==> config.mk <==
export PLATFORM = sky130hd
export DESIGN_NAME = sat_cell
export DESIGN_NICKNAME = d
export VERILOG_FILES = /design/src/rtl/sorted_array_table_macros.svh /design/src/rtl/sat_pkg.sv /design/src/rtl/sat_cell.sv
export SDC_FILE = /design/constraint.sdc
export NUM_CORES = 1
export LEC_CHECK = 0
export ABC_AREA = 0
export BUFFER_PORTS_ARGS = -buffer_cell sky130_fd_sc_hd__buf_2
export CORE_ASPECT_RATIO = 1.4
export CORE_MARGIN = 2
export CORE_UTILIZATION = 35
export DETAILED_ROUTE_END_ITERATION = 10
export PLACE_DENSITY = 0.71
export SYNTH_ARGS = -nofsm -noshare
export SYNTH_HDL_FRONTEND = slang
export SYNTH_SLANG_ARGS = --single-unit
==> constraint.sdc <==
create_clock -name i_clk -period 4.02 [get_ports i_clk]
set_input_delay 0.201 -clock i_clk [delete_from_list [all_inputs] [get_ports i_clk]]
set_output_delay 0.201 -clock i_clk [all_outputs]
set_load 0.02 [all_outputs]
==> src/rtl/sorted_array_table_macros.svh <==
// Assertion macros used by the sorted array table top level.
`ifndef SORTED_ARRAY_TABLE_MACROS_SVH
`define SORTED_ARRAY_TABLE_MACROS_SVH

// Same-cycle implication, checked outside reset.
`define SAT_ASSERT_IMP(label, ante, cons) \
    label: assert property (@(posedge i_clk) disable iff (!i_rst_n) \
        (ante) |-> (cons)) else $error("sorted array table check failed");

// Next-cycle implication, checked outside reset.
`define SAT_ASSERT_NXT(label, ante, cons) \
    label: assert property (@(posedge i_clk) disable iff (!i_rst_n) \
        (ante) |=> (cons)) else $error("sorted array table check failed");

`endif

==> src/rtl/sat_pkg.sv <==
// Package with widths, command and status codes and cell control type.
package sat_pkg;

    localparam int CAPACITY_DEF = 128;

    localparam int CMD_W     = 3;
    localparam int KEY_W     = 32;
    localparam int IDX_IN_W  = 7;
    localparam int ST_W      = 2;
    localparam int POS_W     = 7;
    localparam int CNT_OUT_W = 8;

    localparam logic [CMD_W-1:0] CMD_INSERT = 3'd0;
    localparam logic [CMD_W-1:0] CMD_REMOVE = 3'd1;
    localparam logic [CMD_W-1:0] CMD_LFIND  = 3'd2;
    localparam logic [CMD_W-1:0] CMD_BFIND  = 3'd3;
    localparam logic [CMD_W-1:0] CMD_READ   = 3'd4;

    localparam logic [ST_W-1:0] ST_OK        = 2'd0;
    localparam logic [ST_W-1:0] ST_FULL      = 2'd1;
    localparam logic [ST_W-1:0] ST_NOT_FOUND = 2'd2;
    localparam logic [ST_W-1:0] ST_RANGE     = 2'd3;

    // Per-cycle control broadcast to every cell
    typedef struct packed {
        logic cap;   // capture compare flags against the new key
        logic ins;   // insert: open a gap at the boundary
        logic rem;   // remove: close the gap at the boundary
    } t_cell_ctl;

endpackage

==> src/rtl/sat_cell.sv <==
// One table cell: holds an entry, its compare flags and its neighbor shift.
module sat_cell import sat_pkg::*; #(
    parameter int CNT_W = 8,
    parameter int INDEX = 0
) (
    input  logic                    i_clk,
    input  t_cell_ctl               i_ctl,
    input  logic signed [KEY_W-1:0] i_key,
    input  logic [CNT_W-1:0]        i_count,
    input  logic [IDX_IN_W-1:0]     i_read_index,
    input  logic signed [KEY_W-1:0] i_left_value,
    input  logic                    i_left_lt,
    input  logic signed [KEY_W-1:0] i_right_value,
    output logic signed [KEY_W-1:0] o_value,
    output logic                    o_lt,
    output logic                    o_eq,
    output logic                    o_sel,
    output logic                    o_hit
);

    logic signed [KEY_W-1:0] r_value, n_value;
    logic                    r_lt, n_lt;
    logic                    r_eq, n_eq;
    logic                    r_sel, n_sel;
    logic                    w_occ;
    logic                    w_boundary;

    assign w_occ      = CNT_W'(INDEX) < i_count;
    // first cell whose entry is not below the key
    assign w_boundary = !r_lt && i_left_lt;

    // compare on capture, shift on insert or remove
    always_comb begin
        n_value = r_value;
        n_lt    = r_lt;
        n_eq    = r_eq;
        n_sel   = r_sel;
        if (i_ctl.cap) begin
            n_lt  = w_occ && (r_value < i_key);
            n_eq  = w_occ && (r_value == i_key);
            n_sel = (INDEX == int'(i_read_index));
        end
        if (i_ctl.ins && !r_lt) begin
            n_value = w_boundary ? i_key : i_left_value;
        end else if (i_ctl.rem && !r_lt) begin
            n_value = i_right_value;
        end
    end

    always_ff @(posedge i_clk) begin
        r_value <= n_value;
        r_lt    <= n_lt;
        r_eq    <= n_eq;
        r_sel   <= n_sel;
    end

    assign o_value = r_value;
    assign o_lt    = r_lt;
    assign o_eq    = r_eq;
    assign o_sel   = r_sel;
    assign o_hit   = w_boundary && r_eq;

endmodule

==> results.yml <==
outcome:
  status: "complete, no violations"
drt:
  first_iter_violations: 82
  drc: 0
  wirelength_mm: 6.623
  first_pass_iters: 4
  routedWlPerCell_um: 12.84
  vias: 2449
  postRouteAntennaNets: 0
  viasPerCell: 4.746
synthesis:
  synth_xor_area_frac: 0
  synth_fa_ha_area_frac: 0.1540
  synth_area_leaders: "edfxtp_1, ha_1, mux2i_1"
  synth-compound-area-share: 0.1165
  synth_top_family_by_area: "adder cells"
  synth_most_common_cell: "nand2_1"
  synth_edf_count: 35
  synth_nets: 419
  synth_warnings: 0
  netlist_instances: 271
  avgSynthCellArea_um2: 9.594
  yosys.area_share.simple: 0.1328
  ys_seq_area_frac: 0.4042
  yosys_register_bits: 35
  ys_types: 27
  yosysTopAreaCell: "edfxtp_1"
  dominantRegCellSynth: "edfxtp_1"
  syn-cell-area_mm2: 0.002600
  synth_top_cells_by_count: "nand2_1, o21ai_0, edfxtp_1, inv_1"
  synthArstFlopShare: 0
  synthMuxAreaShare: 0.1275
  synth_top_cell_area_share: 0.4042
cells_and_area:
  diodes: 0
  drive_gt1_frac: 0.3914
  fin_nets: 566
  area_delta_synth_final_pct: 35.51
  design_area_mm2: 0.003523
  fillers: 732
global_route:
  antenna_found_initial: 0
  grt.overflow.total: 0
  grt_max_degree: 65
  grt_pass1_vias: 2550
  grt_pass1_wl_mm: 10.97
  grt.total_usage: 0.1647
timing:
  setup_violations: 0
  hold_violations: 0
  rsz0062_at_grt: "false"
  fmax_mhz: 466.0
  setup-tns-final_ns: 0
  skew_ns: 0.004592
  fin_crit_sh: 0.5338
  maxSlewHeadroom: 0.3212
  min_period_ns: 2.146
  slew_violations: 0
  tightest_slew_ns: 1.018
critical_path:
  reg2reg_slack_ns: 1.87
  arrival_ns: 2.18
  cp-start-kind: "flip-flop"
  slowest_delay_ns: 0.39
  setup.worst_path.class: "flip-flop to flip-flop"
  cp_slowest_cell: "edfxtp_1"
  endpoint_kind: "flip-flop"
  worst_ep_required_time_ns: 4.05
  crit_chain: "ha_1 -> nand4_1 -> nor4_2 -> o21ai_1 -> a31oi_1 -> mux2_2"
  cp_max_fo: 3
placement:
  placed_cell_area_mm2: 0.003442
  dp_hpwl_mm: 5.390
  portBuffers: 151
  gp_congestion: 0.7699
pwr:
  p_leak_nw: 1.846
  ir_worst_vdd_v: 0.0001558
  p_total_mw: 1.143
  power_density_mw_per_mm2: 324.3
clock_tree:
  cts_tree: "built"
  post_cts_buffers: 0
  cts_resized: 0
  clockRootBuffer: "clkbuf_8"
  clkLatencyLatePin_ns: 0.28
  cts-buffers-inserted: 5
  clkTransAtPathRegs_ns: 0.07
  htree_levels: 2
  cts_hold_buf: 0
  cts_sinks: 35
  cts_buffer_depth: 2
die:
  core_area_mm2: 0.007268
  die_x_um: 76.85
  ios: 152
  num_rows: 37
  fp.dieH_um: 106.0
  start_util: 0.3577
  dieArea_mm2: 0.008144
flow_run:
  maxCapViolCount: 0
worst_hold_path:
  hold_path.class: "input pin to flip-flop"
-- through the flow --
stage,hold WS [ns],instances,setup slack (ns),util
after detailed placement,0.4578,508,1.830,0.4736
after CTS,0.1586,516,1.819,0.4848
after global routing,0.1618,516,1.724,0.4848
after floorplan,0.3135,271,1.683,-
final,0.1609,516,1.874,0.4848
after global placement,0.4597,508,1.925,0.4736
-- worst paths after layout --
kind	startpoint	cells after the start	endpoint
hold / removal	i_ctl[2]	1	o_lt$_DFFE_PP_
hold reg to reg	o_lt$_DFFE_PP_	1	o_value[1]$_DFFE_PP_
setup reg to reg	o_value[15]$_DFFE_PP_	6	o_lt$_DFFE_PP_
setup / recovery	o_value[15]$_DFFE_PP_	6	o_lt$_DFFE_PP_
-- registers in the layout, summed over array words and instances (netlist names) --
| register | cells |
|---|---|
| o_sel | 1 |
| o_eq | 1 |
| o_lt | 1 |
| o_value | 32 |
-- cell type report --
type                            count  area (um^2)  area share
Multi-Input combinational cell    192         1390      0.3945
Sequential cell                    35         1051      0.2983
Timing Repair Buffer              151        755.7      0.2145
Inverter                           33        123.9     0.03516
Tap cell                           97        121.4     0.03445
Clock buffer                        7        76.32     0.02166
Clock inverter                      1        5.005    0.001420
-- power breakdown --
group	internal [mW]	switching [mW]	leakage, nW
sequential	0.471	0.0265	0.342
clock	0.122	0.128	0.0422
combinational	0.161	0.234	1.46
-- cell usage in the layout (no fill, tap or decap) --
cell type | netlist | final
nor2b_1 | 2 | 2
a21oi_1 | 14 | 14
nand2_1 | 43 | 43
and4bb_1 | 1 | 1
or4_4 | 2 | 2
nand4_1 | 4 | 4
nand2b_2 | 0 | 1
mux2_2 | 1 | 1
inv_1 | 33 | 33
o21ai_0 | 38 | 38
or4_1 | 1 | 1
nor4b_1 | 1 | 1
a21o_1 | 1 | 1
nor4_2 | 1 | 1
ha_1 | 32 | 32
nor4_1 | 2 | 2
o31a_1 | 1 | 1
mux2i_1 | 32 | 32
clkinv_2 | 0 | 1
a31oi_1 | 1 | 1
nand2b_1 | 3 | 2
clkbuf_1 | 8 | 2
and4_1 | 2 | 2
buf_2 | 3 | 151
o21ai_1 | 1 | 1
clkbuf_8 | 0 | 5
nor2_1 | 6 | 5
edfxtp_1 | 35 | 35
nor2_4 | 1 | 2
a211oi_1 | 2 | 2
-- cells by family after synthesis --
kind of cell | count (synthesis)
compound gates | 58
fa+ha+maj | 32
buf+inv | 44
flops | 35
mux | 33
simple gates | 69
-- layer usage --
metal | up-vias | GRT usage | part of all wire
met5 | - | 0 | 0
met4 | 0 | 0.06364 | 0.020
met3 | 11 | 0.01783 | 0.042
met2 | 78 | 0.3258 | 0.55
met1 | 1101 | 0.1745 | 0.39
li1 | 1259 | - | -
-- critical path: cells and delay by family (launching register included) --
| kind | cells | cell delay (ns) |
|---|---|---|
| AO/OA/AOI/OAI | 2 | 0.32 |
| flip-flops | 1 | 0.39 |
| AND/OR/NAND/NOR | 2 | 0.51 |
| multiplexers | 1 | 0.35 |
| adder cells (fa/ha/maj) | 1 | 0.33 |
Note: power is estimated with default switching activity, not from simulation.
